===== config.mk =====
export PLATFORM = sky130hd
export DESIGN_NAME = servo_pwm_two_channel
export DESIGN_NICKNAME = d
export VERILOG_FILES = /design/src/sv/spwm_pkg.sv /design/src/sv/servo_pwm_two_channel.sv /design/src/sv/spwm_ctrl.sv /design/src/sv/spwm_dp.sv
export SDC_FILE = /design/constraint.sdc
export NUM_CORES = 2
export LEC_CHECK = 0
export BUFFER_PORTS_ARGS = -buffer_cell sky130_fd_sc_hd__buf_2
export CAP_MARGIN = 20
export CORE_UTILIZATION = 66
export CTS_CLUSTER_SIZE = 16
export DETAILED_ROUTE_END_ITERATION = 16
export PLACE_DENSITY_LB_ADDON = 0.12
export SLEW_MARGIN = 20
export SYNTH_ARGS = -nofsm -noshare
export SYNTH_HDL_FRONTEND = slang
export SYNTH_HIERARCHICAL = 1
export SYNTH_SLANG_ARGS = --single-unit

===== constraint.sdc =====
create_clock -name clk -period 11.6 [get_ports clk]
set_clock_uncertainty 0.2 [all_clocks]
set_input_delay 0.58 -clock clk [delete_from_list [all_inputs] [get_ports clk]]
set_output_delay 0.58 -clock clk [all_outputs]
set_load 0.005 [all_outputs]

===== src/sv/spwm_pkg.sv =====
`timescale 1ns / 1ps
package spwm_pkg;

	localparam int NUM_CHANNELS_DEF = 2;
	localparam int TICK_WIDTH_DEF   = 16;

	localparam int ANGLE_W = 16;
	localparam int PULSE_W = 16;
	localparam int DEG_W   = 8;
	localparam int CFG_W   = 16;
	localparam int CIDX_W  = 2;
	localparam int OUT_W   = 24;
	localparam int LIM_W   = 15;
	localparam int SUM_W   = 17;
	localparam int NUM_W   = 32;
	localparam int DIV_STEPS = 32;
	localparam int DCNT_W  = $clog2(DIV_STEPS);

	localparam logic [6:0] ANGLE_SCALE = 7'd100;

	localparam logic [PULSE_W-1:0] PULSE_MIN_RST  = 16'd405;
	localparam logic [PULSE_W-1:0] PULSE_MAX_RST  = 16'd2595;
	localparam logic [DEG_W-1:0]   MAX_ANGLE_RST  = 8'd135;
	localparam logic [CFG_W-1:0]   PERIOD_RST     = 16'd20000;
	localparam logic [PULSE_W-1:0] CMP_RST_CH1    = 16'd1986;
	localparam logic [PULSE_W-1:0] CMP_RST_OTHER  = 16'd1500;

	typedef enum logic [CIDX_W-1:0] {
		REG_PULSE_MIN = 2'd0,
		REG_PULSE_MAX = 2'd1,
		REG_MAX_ANGLE = 2'd2,
		REG_PERIOD    = 2'd3
	} reg_idx_t;

	localparam logic OP_TICK  = 1'b0;
	localparam logic OP_ANGLE = 1'b1;

	typedef enum logic [2:0] {
		ST_IDLE,
		ST_MUL1,
		ST_MUL2,
		ST_SUM,
		ST_DIV,
		ST_WB
	} state_t;

	typedef struct packed {
		logic tick;
		logic load;
		logic mul1;
		logic mul2;
		logic sum;
		logic div_step;
		logic wb;
	} cmd_t;

	typedef struct packed {
		logic m_zero;
		logic div_last;
	} sts_t;

endpackage


===== src/sv/servo_pwm_two_channel.sv =====
`timescale 1ns / 1ps
// Tick: result registered at the accepting edge, offered from the next cycle; ticks are
// taken back to back, one per cycle, while the result side keeps up.
// Set-angle: result registered after MUL1, MUL2 and SUM (multiply/add), a one-bit-per-cycle
// restoring divider and one write-back, which waits for the result side; if the angle limit is 0,
// MUL1 goes straight to write-back. No new item is taken before the write-back.
// Reset (arst_n low, asynchronous): counter 0, levels and m_tvalid low, compares 1500/1986, config defaults.
module servo_pwm_two_channel #(
	parameter int NUM_CHANNELS = spwm_pkg::NUM_CHANNELS_DEF,
	parameter int TICK_WIDTH   = spwm_pkg::TICK_WIDTH_DEF
) (
	input  logic                        clk,
	input  logic                        arst_n,
	input  logic                        s_tvalid,
	output logic                        s_tready,
	input  logic [spwm_pkg::ANGLE_W-1:0] s_tdata,  // [15:0] angle_centideg
	input  logic [1:0]                  s_tuser,  // [0] operation, [1] channel
	output logic                        m_tvalid,
	input  logic                        m_tready,
	output logic [spwm_pkg::OUT_W-1:0]  m_tdata,  // [0] pwm_level_0, [1] pwm_level_1,
	                                              // [2] frame_start, [18:3] pulse_ticks
	input  logic                        cfg_valid,
	output logic                        cfg_ready,
	input  logic [spwm_pkg::CIDX_W-1:0] cfg_index,
	input  logic [spwm_pkg::CFG_W-1:0]  cfg_data
);
	import spwm_pkg::*;

	cmd_t cmd;
	sts_t sts;

	assign cfg_ready = 1'b1;

	spwm_ctrl u_ctrl (
		.clk      (clk),
		.arst_n   (arst_n),
		.s_tvalid (s_tvalid),
		.s_op     (s_tuser[0]),
		.s_tready (s_tready),
		.m_tvalid (m_tvalid),
		.m_tready (m_tready),
		.cmd      (cmd),
		.sts      (sts)
	);

	spwm_dp #(
		.NUM_CHANNELS (NUM_CHANNELS),
		.TICK_WIDTH   (TICK_WIDTH)
	) u_dp (
		.clk       (clk),
		.arst_n    (arst_n),
		.cfg_we    (cfg_valid && cfg_ready),
		.cfg_index (cfg_index),
		.cfg_data  (cfg_data),
		.in_ch     (s_tuser[1]),
		.in_angle  ($signed(s_tdata)),
		.cmd       (cmd),
		.sts       (sts),
		.res       (m_tdata)
	);

endmodule


===== src/sv/spwm_ctrl.sv =====
`timescale 1ns / 1ps
module spwm_ctrl (
	input  logic              clk,
	input  logic              arst_n,
	input  logic              s_tvalid,
	input  logic              s_op,
	output logic              s_tready,
	output logic              m_tvalid,
	input  logic              m_tready,
	output spwm_pkg::cmd_t    cmd,
	input  spwm_pkg::sts_t    sts
);
	import spwm_pkg::*;

	state_t state_q, state_nxt;
	logic   out_valid_q;
	logic   out_free;
	logic   accept;

	assign out_free = !out_valid_q || m_tready;
	assign s_tready = (state_q == ST_IDLE) && out_free;
	assign accept   = s_tvalid && s_tready;
	assign m_tvalid = out_valid_q;

	always_comb begin
		state_nxt = state_q;
		unique case (state_q)
			ST_IDLE: if (accept && s_op == OP_ANGLE) state_nxt = ST_MUL1;
			ST_MUL1: state_nxt = sts.m_zero ? ST_WB : ST_MUL2;
			ST_MUL2: state_nxt = ST_SUM;
			ST_SUM:  state_nxt = ST_DIV;
			ST_DIV:  if (sts.div_last) state_nxt = ST_WB;
			ST_WB:   if (out_free) state_nxt = ST_IDLE;
			default: state_nxt = ST_IDLE;
		endcase
	end

	always_comb begin
		cmd          = '0;
		cmd.tick     = accept && s_op == OP_TICK;
		cmd.load     = accept && s_op == OP_ANGLE;
		cmd.mul1     = state_q == ST_MUL1;
		cmd.mul2     = state_q == ST_MUL2;
		cmd.sum      = state_q == ST_SUM;
		cmd.div_step = state_q == ST_DIV;
		cmd.wb       = (state_q == ST_WB) && out_free;
	end

	always_ff @(posedge clk or negedge arst_n) begin
		if (!arst_n) begin
			state_q     <= ST_IDLE;
			out_valid_q <= 1'b0;
		end else begin
			state_q <= state_nxt;
			if (cmd.tick || cmd.wb) begin
				out_valid_q <= 1'b1;
			end else if (m_tready) begin
				out_valid_q <= 1'b0;
			end
		end
	end

	a_ready_idle: assert property (@(posedge clk) disable iff (!arst_n)
		s_tready |-> state_q == ST_IDLE)
		else $error("input taken outside idle");

	a_div_to_wb: assert property (@(posedge clk) disable iff (!arst_n)
		(state_q == ST_DIV && sts.div_last) |=> state_q == ST_WB)
		else $error("divide did not end in write-back");

	a_no_overwrite: assert property (@(posedge clk) disable iff (!arst_n)
		(cmd.tick || cmd.wb) |-> (!out_valid_q || m_tready))
		else $error("result register overwritten");

	a_one_writer: assert property (@(posedge clk) disable iff (!arst_n)
		!(cmd.tick && cmd.wb))
		else $error("tick and write-back in one cycle");

endmodule


===== src/sv/spwm_dp.sv =====
`timescale 1ns / 1ps
module spwm_dp #(
	parameter int NUM_CHANNELS = spwm_pkg::NUM_CHANNELS_DEF,
	parameter int TICK_WIDTH   = spwm_pkg::TICK_WIDTH_DEF
) (
	input  logic                          clk,
	input  logic                          arst_n,
	input  logic                          cfg_we,
	input  logic [spwm_pkg::CIDX_W-1:0]   cfg_index,
	input  logic [spwm_pkg::CFG_W-1:0]    cfg_data,
	input  logic                          in_ch,
	input  logic signed [spwm_pkg::ANGLE_W-1:0] in_angle,
	input  spwm_pkg::cmd_t                cmd,
	output spwm_pkg::sts_t                sts,
	output logic [spwm_pkg::OUT_W-1:0]    res
);
	import spwm_pkg::*;

	localparam int CMP_W = (TICK_WIDTH > PULSE_W) ? TICK_WIDTH : PULSE_W;
	localparam int CH_IW = (NUM_CHANNELS > 1) ? $clog2(NUM_CHANNELS) : 1;

	logic [PULSE_W-1:0] pmin_q, pmax_q;
	logic [DEG_W-1:0]   mang_q;
	logic [CFG_W-1:0]   period_q;

	logic [TICK_WIDTH-1:0] fc_q;
	logic [PULSE_W-1:0]    shadow_q [NUM_CHANNELS];
	logic [PULSE_W-1:0]    active_q [NUM_CHANNELS];
	logic [NUM_CHANNELS-1:0] lvl_q;

	logic                       ch_q;
	logic signed [ANGLE_W-1:0]  cd_q;
	logic [LIM_W-1:0]           lim_q;
	logic [SUM_W-1:0]           sum_q;
	logic signed [SUM_W-1:0]    diff_q;
	logic                       mzero_q;
	logic [NUM_W-1:0]           p1_q;
	logic signed [ANGLE_W+SUM_W-1:0] p2_q;
	logic [NUM_W-1:0]           quo_q;
	logic [PULSE_W-1:0]         rem_q;
	logic [LIM_W:0]             dvs_q;
	logic [DCNT_W-1:0]          dcnt_q;
	logic [OUT_W-1:0]           res_q;

	logic [TICK_WIDTH-1:0]   fc_inc, fc_nxt;
	logic                    fs;
	logic [NUM_CHANNELS-1:0] lvl_nxt;
	logic [NUM_CHANNELS:0]   lvl_ext;
	logic signed [ANGLE_W:0] cd_x, lim_x;
	logic signed [ANGLE_W-1:0] cd_c;
	logic signed [NUM_W+1:0] num_x;
	logic [PULSE_W:0]        trial;
	logic                    qbit;
	logic [PULSE_W-1:0]      pulse;

	// frame counter: advance, wrap at the period
	always_comb begin
		fc_inc = fc_q + 1'b1;
		fc_nxt = (CMP_W'(fc_inc) >= CMP_W'(period_q)) ? '0 : fc_inc;
		fs     = fc_nxt == '0;
		for (int i = 0; i < NUM_CHANNELS; i++) begin
			lvl_nxt[i] = fs ? 1'b1 : lvl_q[i];
			if (CMP_W'(fc_nxt) == CMP_W'(fs ? shadow_q[i] : active_q[i])) begin
				lvl_nxt[i] = 1'b0;
			end
		end
	end

	// clamp to +/- limit
	always_comb begin
		cd_x  = (ANGLE_W+1)'(cd_q);
		lim_x = $signed({2'b00, lim_q});
		if (cd_x < -lim_x) begin
			cd_c = ANGLE_W'(-lim_x);
		end else if (cd_x > lim_x) begin
			cd_c = ANGLE_W'(lim_x);
		end else begin
			cd_c = cd_q;
		end
	end

	assign num_x = $signed({2'b00, p1_q}) + (NUM_W+2)'(p2_q);

	// one restoring divide step per cycle
	always_comb begin
		trial = {rem_q, quo_q[NUM_W-1]};
		qbit  = trial >= (PULSE_W+1)'(dvs_q);
	end

	assign pulse   = mzero_q ? sum_q[SUM_W-1:1] : quo_q[PULSE_W-1:0];
	assign lvl_ext = {1'b0, lvl_q};

	always_ff @(posedge clk or negedge arst_n) begin
		if (!arst_n) begin
			pmin_q   <= PULSE_MIN_RST;
			pmax_q   <= PULSE_MAX_RST;
			mang_q   <= MAX_ANGLE_RST;
			period_q <= PERIOD_RST;
			fc_q     <= '0;
			lvl_q    <= '0;
			for (int i = 0; i < NUM_CHANNELS; i++) begin
				shadow_q[i] <= (i == 1) ? CMP_RST_CH1 : CMP_RST_OTHER;
				active_q[i] <= (i == 1) ? CMP_RST_CH1 : CMP_RST_OTHER;
			end
		end else begin
			if (cfg_we) begin
				unique case (reg_idx_t'(cfg_index))
					REG_PULSE_MIN: pmin_q   <= cfg_data;
					REG_PULSE_MAX: pmax_q   <= cfg_data;
					REG_MAX_ANGLE: mang_q   <= cfg_data[DEG_W-1:0];
					REG_PERIOD:    period_q <= cfg_data;
					default: ;
				endcase
			end
			if (cmd.tick) begin
				fc_q  <= fc_nxt;
				lvl_q <= lvl_nxt;
				if (fs) begin
					for (int i = 0; i < NUM_CHANNELS; i++) begin
						active_q[i] <= shadow_q[i];
					end
				end
			end
			if (cmd.wb && 32'(ch_q) < NUM_CHANNELS) begin
				shadow_q[CH_IW'(ch_q)] <= pulse;
			end
		end
	end

	always_ff @(posedge clk) begin
		if (cmd.load) begin
			ch_q    <= in_ch;
			cd_q    <= in_angle;
			lim_q   <= LIM_W'(mang_q) * LIM_W'(ANGLE_SCALE);
			sum_q   <= SUM_W'(pmin_q) + SUM_W'(pmax_q);
			diff_q  <= $signed(SUM_W'(pmax_q) - SUM_W'(pmin_q));
			mzero_q <= mang_q == '0;
		end
		if (cmd.mul1) begin
			p1_q <= NUM_W'(lim_q) * NUM_W'(sum_q);
		end
		if (cmd.mul2) begin
			p2_q <= (ANGLE_W+SUM_W)'(cd_c) * (ANGLE_W+SUM_W)'(diff_q);
		end
		if (cmd.sum) begin
			quo_q  <= num_x[NUM_W-1:0];
			rem_q  <= '0;
			dvs_q  <= {lim_q, 1'b0};
			dcnt_q <= '0;
		end
		if (cmd.div_step) begin
			rem_q  <= qbit ? PULSE_W'(trial - (PULSE_W+1)'(dvs_q)) : trial[PULSE_W-1:0];
			quo_q  <= {quo_q[NUM_W-2:0], qbit};
			dcnt_q <= dcnt_q + 1'b1;
		end
		if (cmd.tick) begin
			res_q <= {{(OUT_W-PULSE_W-3){1'b0}}, {PULSE_W{1'b0}}, fs,
				(NUM_CHANNELS > 1) ? lvl_nxt[NUM_CHANNELS > 1 ? 1 : 0] : 1'b0,
				lvl_nxt[0]};
		end else if (cmd.wb) begin
			res_q <= {{(OUT_W-PULSE_W-3){1'b0}}, pulse, 1'b0, lvl_ext[1], lvl_q[0]};
		end
	end

	assign sts.m_zero   = mzero_q;
	assign sts.div_last = dcnt_q == DCNT_W'(DIV_STEPS - 1);
	assign res          = res_q;

endmodule


# After elaboration in Yosys (flattened, before gate mapping)
# Index checks and enable logic that the tools add are counted.
# totals
reg_bits	354
word_cells	109
# op_classes
n_reduce_logical	22
bitwise_logic	2
mux	29
addsub	7
eq_ne	14
order_cmp	6
multipliers	3
# op_table
operator	n
two-way mux 16 bit	10
two-way mux 32 bit	2
adder 32 bit	1
bitwise mux 32 bit	1
== test 16 bit	2
multiplier 16 x 17 -> 32 bit	1
multiplier 13 x 17 -> 30 bit	1
two-way mux 3 bit	6
one-hot mux 3 bit (6 select lines)	1
adder 16 x 16 -> 17 bit	1
>= comparator 17 x 16 -> 1 bit	1
< comparator 16 x 17 -> 1 bit	1
negation 15 -> 17 bit	1
subtractor 16 x 16 -> 17 bit	1
adder 16 x 1 -> 16 bit (second input constant)	1
demux 16 bit (select 1 bit)	1
>= comparator 16 bit	1
> comparator 16 bit	1
logical NOT 16 bit	1
subtractor 16 bit	1
multiplier 8 x 5 -> 13 bit (second input constant)	1
two-way mux 5 bit	2
AND reduction 2 bit	5
logical NOT 8 bit	1
other kinds (21)	38

# Logic depth before layout (Yosys ltp)
# logic_depth
word_depth	8
depth_mapped	45

# By module
# The synthesis kept the hierarchy.
# by_module_without_submodules
mod	seq_area_each_um2	n_inst	area_per_inst_um2	cells_per_inst
spwm_dp	9685.5	1	35965.7	3613
spwm_ctrl	100.1	1	310.3	32
servo_pwm_two_channel	0.0	1	11.3	2

# Worst setup path after synthesis
# OpenSTA, ideal clock, no wires.
# synth_timing
path_kind	flip-flop to flip-flop
startpoint	register u_dp.lim_q[3]
endpoint	register u_dp.p2_q[30] (data pin)
slack_ps	1376
arrival_time_ps	9766
synth_period_minus_slack_ps	10224
setup_ps	258
stages_incl_launch_ff	43
path_buffers	5
cell_sequence	edfxtp_1 clkbuf_1 inv_2 ha_1 and3_1 buf_6 nand4_4 or3_4 or3_4 xnor2_1 ha_1 a21oi_1 o211ai_1 a211oi_1 a22o_1 clkbuf_1 clkbuf_1 a21oi_1 [... 7 more ...] fa_1 inv_1 fa_1 fa_1 inv_1 fa_1 inv_1 ha_1 a21o_1 a21o_1 a221o_1 a31oi_1 o221ai_1 a41oi_1 a2111oi_0 o21a_1 nor2_1 xnor2_1
# synth_between
elab_chain_len	4
word_cells_on_any_way	6
classes_between	add/sub (1); mul (1); order compare (2); mux (2)
# synth_rtl
element	line_no	rtl
start: declaration	spwm_dp.sv:33	logic [LIM_W-1:0] lim_q;
start signal: assignment	spwm_dp.sv:134	lim_q <= LIM_W'(mang_q) * LIM_W'(ANGLE_SCALE);
negation 15 -> 17 bit or > comparator 16 bit (tied branches)	spwm_dp.sv:73, spwm_dp.sv:75	
< comparator 16 x 17 -> 1 bit or two-way mux 16 bit (tied branches)	spwm_dp.sv:73, spwm_dp.sv:75	
two-way mux 16 bit *	spwm_dp.sv:73	if (cd_x < -lim_x) begin
multiplier 16 x 17 -> 32 bit *	spwm_dp.sv:143	p2_q <= (ANGLE_W+SUM_W)'(cd_c) * (ANGLE_W+SUM_W)'(diff_q);
end signal: assignment	spwm_dp.sv:143	
end: declaration	spwm_dp.sv:38	logic signed [ANGLE_W+SUM_W-1:0] p2_q;
# Every way passes the cells marked *; elsewhere a longest branch is shown, timed or not.
# A chain may end at the register's enable or synchronous reset.

# Final worst setup path
# Ends and elaborated chain as after synthesis.

==> flow_summary.json <==
{
  "use_met2_pct": 56.6,
  "min_path_type": "in -> reg",
  "maxSlewHeadroom_pct": 25.8,
  "grt_pass1_vias": 27639,
  "dp_slack_ns": 0.490,
  "yosys-top-cells-area": "fa_1 24%, edfxtp_1 16%, ha_1 11%",
  "critPathKind": "reg -> reg",
  "setup_slack_ns": 0.720,
  "clk_path_buf_depth": 3,
  "synth_top_area_cell": "fa_1",
  "synth_cell_types": 91,
  "antenna_found_initial": 0,
  "clock_sinks": 353,
  "max_freq_ghz": 0.0919,
  "ant_nets": 0,
  "ios": 68,
  "grt_pass1_wl_um": 148000,
  "initial_core_util_pct": 67.2,
  "cp-end-kind": "flop",
  "dp_hpwl_um": 71400,
  "drv_slew": 0,
  "detail_route.iter0.violations": 1802,
  "nets": 4454,
  "gp_congestion": 0.928,
  "viasPerCell": 5.99,
  "fin_setup_tns_ns": 0,
  "crit_required_ns": 11.71,
  "core_um2": 54000,
  "rsz0062_at_grt": "no",
  "totalWireLength_um": 91500,
  "ys.flop_type": "edfxtp_1",
  "fin_crit_ns": 10.88,
  "cts_setup_buffers": 0,
  "grt_max_degree": 74,
  "area_growth_pct": 6.54,
  "max_slew.worst_pin.slew_ns": 1.11,
  "grtUsageTotal_pct": 34.0,
  "routed-via-count": 26268,
  "cts-root-buf": "clkbuf_16",
  "yosysSeqAreaShare_pct": 27.0,
  "final-hold-violation-count": 0,
  "synth_edf_count": 195,
  "path_clk_slew_ns": 0.06,
  "routedWlPerCell_um": 20.9,
  "cts_tree": "done",
  "mostFrequentLayoutCells": "602 x inv_1, 442 x fa_1, 391 x nand2_1",
  "final_common_cell": "inv_1",
  "die-area_um2": 55900,
  "synth_warnings": 6,
  "drv_cap": 0,
  "die_h_um": 236,
  "synth_top_area_share_pct": 24.4,
  "mappedNetlistArea_um2": 36300,
  "multi_input_area_um2": 23600,
  "placedCellCount": 4299,
  "path_max_fanout": 23,
  "finalSetupViolCount": 0,
  "cts_made_buffers": 40,
  "crit_slowest_cell": "fa_1",
  "top_usage_layer": "met2",
  "critPathMaxStageDelay_ns": 0.53,
  "synth_seq_cells": 353,
  "die_w_um": 236,
  "synthArstFlopShare_pct": 40.2,
  "arrival_ns": 10.99,
  "gr-usage-met1_pct": 45.1,
  "first_pass_iters": 5,
  "drive_above_1_share_pct": 8.78,
  "instances_no_fill": 4387,
  "cpMostUsedCell": "fa_1",
  "synth_cells": 3647,
  "clkLatencyLatePin_ns": 0.57,
  "num_rows": 85,
  "syn_avg_cell_area_um2": 9.95,
  "htree_levels": 2,
  "portBuffers": 61,
  "drc": 0,
  "n_fill_cell": 3990,
  "overflow": 0,
  "start_kind": "flop",
  "regArea_um2": 9790,
  "grt_use_met3_pct": 6.05,
  "outcome": "complete, no violations",
  "finalCritPeriodShare_pct": 93.8
}
==> cells by family (layout without fill, tap and decap cells) <==
kind of cell               after synthesis  after routing  synth area share, %
DFF                                    353            353                 27.0
other                                    2              7               0.0207
muxes                                  118            118                 3.53
buffers and inverters                  758            797                 8.10
xor gates and xnor gates               163            163                 3.93
and+or+nand+nor                       1001           1001                 13.5
AOI/OAI and AO/OA                      499            499                 8.81
adders and majority gates              753            753                 35.1
==> sequential cells by signal (all words and copies together), names as in the netlist, 2 cells and up <==
register        count
u_ctrl/state_q      3
u_dp/active_q      32
u_dp/cd_q          16
u_dp/dcnt_q         5
u_dp/diff_q        16
u_dp/dvs_q         13
u_dp/fc_q          16
u_dp/lim_q         13
u_dp/lvl_q          2
u_dp/mang_q         8
u_dp/p1_q          30
u_dp/p2_q          32
u_dp/period_q      16
u_dp/pmax_q        16
u_dp/pmin_q        16
u_dp/quo_q         32
u_dp/rem_q         16
u_dp/res           19
u_dp/shadow_q      32
u_dp/sum_q         17
==> metrics by stage <==
step / area, µm² / hold slack (ns) / utilization [%]
final: 38700 / 0.0630 / 71.6
after global routing: 38700 / 0.0627 / 71.6
after CTS: 38700 / 0.0321 / 71.5
after detailed placement: 37200 / 0.281 / 68.8
after global placement: 37200 / 0.269 / 68.8
after floorplan: 36300 / 0.0844 / -
==> final timing paths <==
kind / start / end / slack, ns / cells after the start
max: u_dp/lim_q[3] / u_dp/p2_q[30] / 0.72 / 41
min: cfg_data[10] / u_dp/pmin_q[10] / 0.06 / 3
max reg2reg: u_dp/lim_q[3] / u_dp/p2_q[30] / 0.72 / 41
min reg2reg: u_dp/res[17] / u_dp/res[17] / 0.29 / 2
max in group asynchronous: arst_n / u_dp/pmax_q[10] / 9.40 / 3
min in group asynchronous: arst_n / u_ctrl/state_q[0] / 0.38 / 2
==> synth_stat cells (7+ instances only) <==
library cell,count
a211oi_1,34
a21o_1,44
a21oi_1,132
a31oi_1,17
and2_1,196
and2b_1,7
and3_1,31
buf_2,8
buf_4,13
clkbuf_1,121
dfrtp_1,97
dfstp_2,45
dfxtp_1,16
edfxtp_1,195
fa_1,442
ha_1,311
inv_1,602
mux2_1,12
mux2_2,69
mux2i_1,37
nand2_1,391
nand2b_1,27
nand3_1,38
nand4_1,19
nor2_1,162
nor2b_1,25
nor3_1,41
nor4_1,7
o211ai_1,9
o21a_1,10
o21ai_0,105
o21ai_1,24
o21bai_1,25
o31ai_1,12
or2_2,13
or3_1,11
xnor2_1,119
xor2_1,44
==> cell type report <==
type	count	area share, %
Multi-Input combinational cell	2540	61.1
Inverter	608	5.92
Clock buffer	55	3.03
Sequential cell	353	25.3
Timing Repair Buffer	117	1.99
Antenna cell	1	0.00647
Tap cell	696	2.25
Clock inverter	17	0.398
==> worst max-delay path, delay by kind of cell (launching register included) <==
kind	cells	cell delay [ns]
AO/OA/AOI/OAI	14	2.98
buffers and inverters	9	1.15
XOR/XNOR	2	0.22
adder cells (fa/ha/maj)	9	3.78
AND/OR/NAND/NOR	7	1.85
flip-flops	1	0.41
==> timing repair <==
item	in CTS	in global routing
setup endpoints to repair	0	2
hold buffers	15	0
gates resized for setup	0	3
endpoints found under the hold margin	62	0
==> layer usage <==
metal	routed length (µm)	vias up
li1	-	11834
met1	37700	13277
met2	44000	960
met3	6780	197
met4	3020	0
met5	0	-
Power is left out: the tool's default activity adds up to more than one toggle a clock period on the data nets, which glitch-free logic cannot reach.
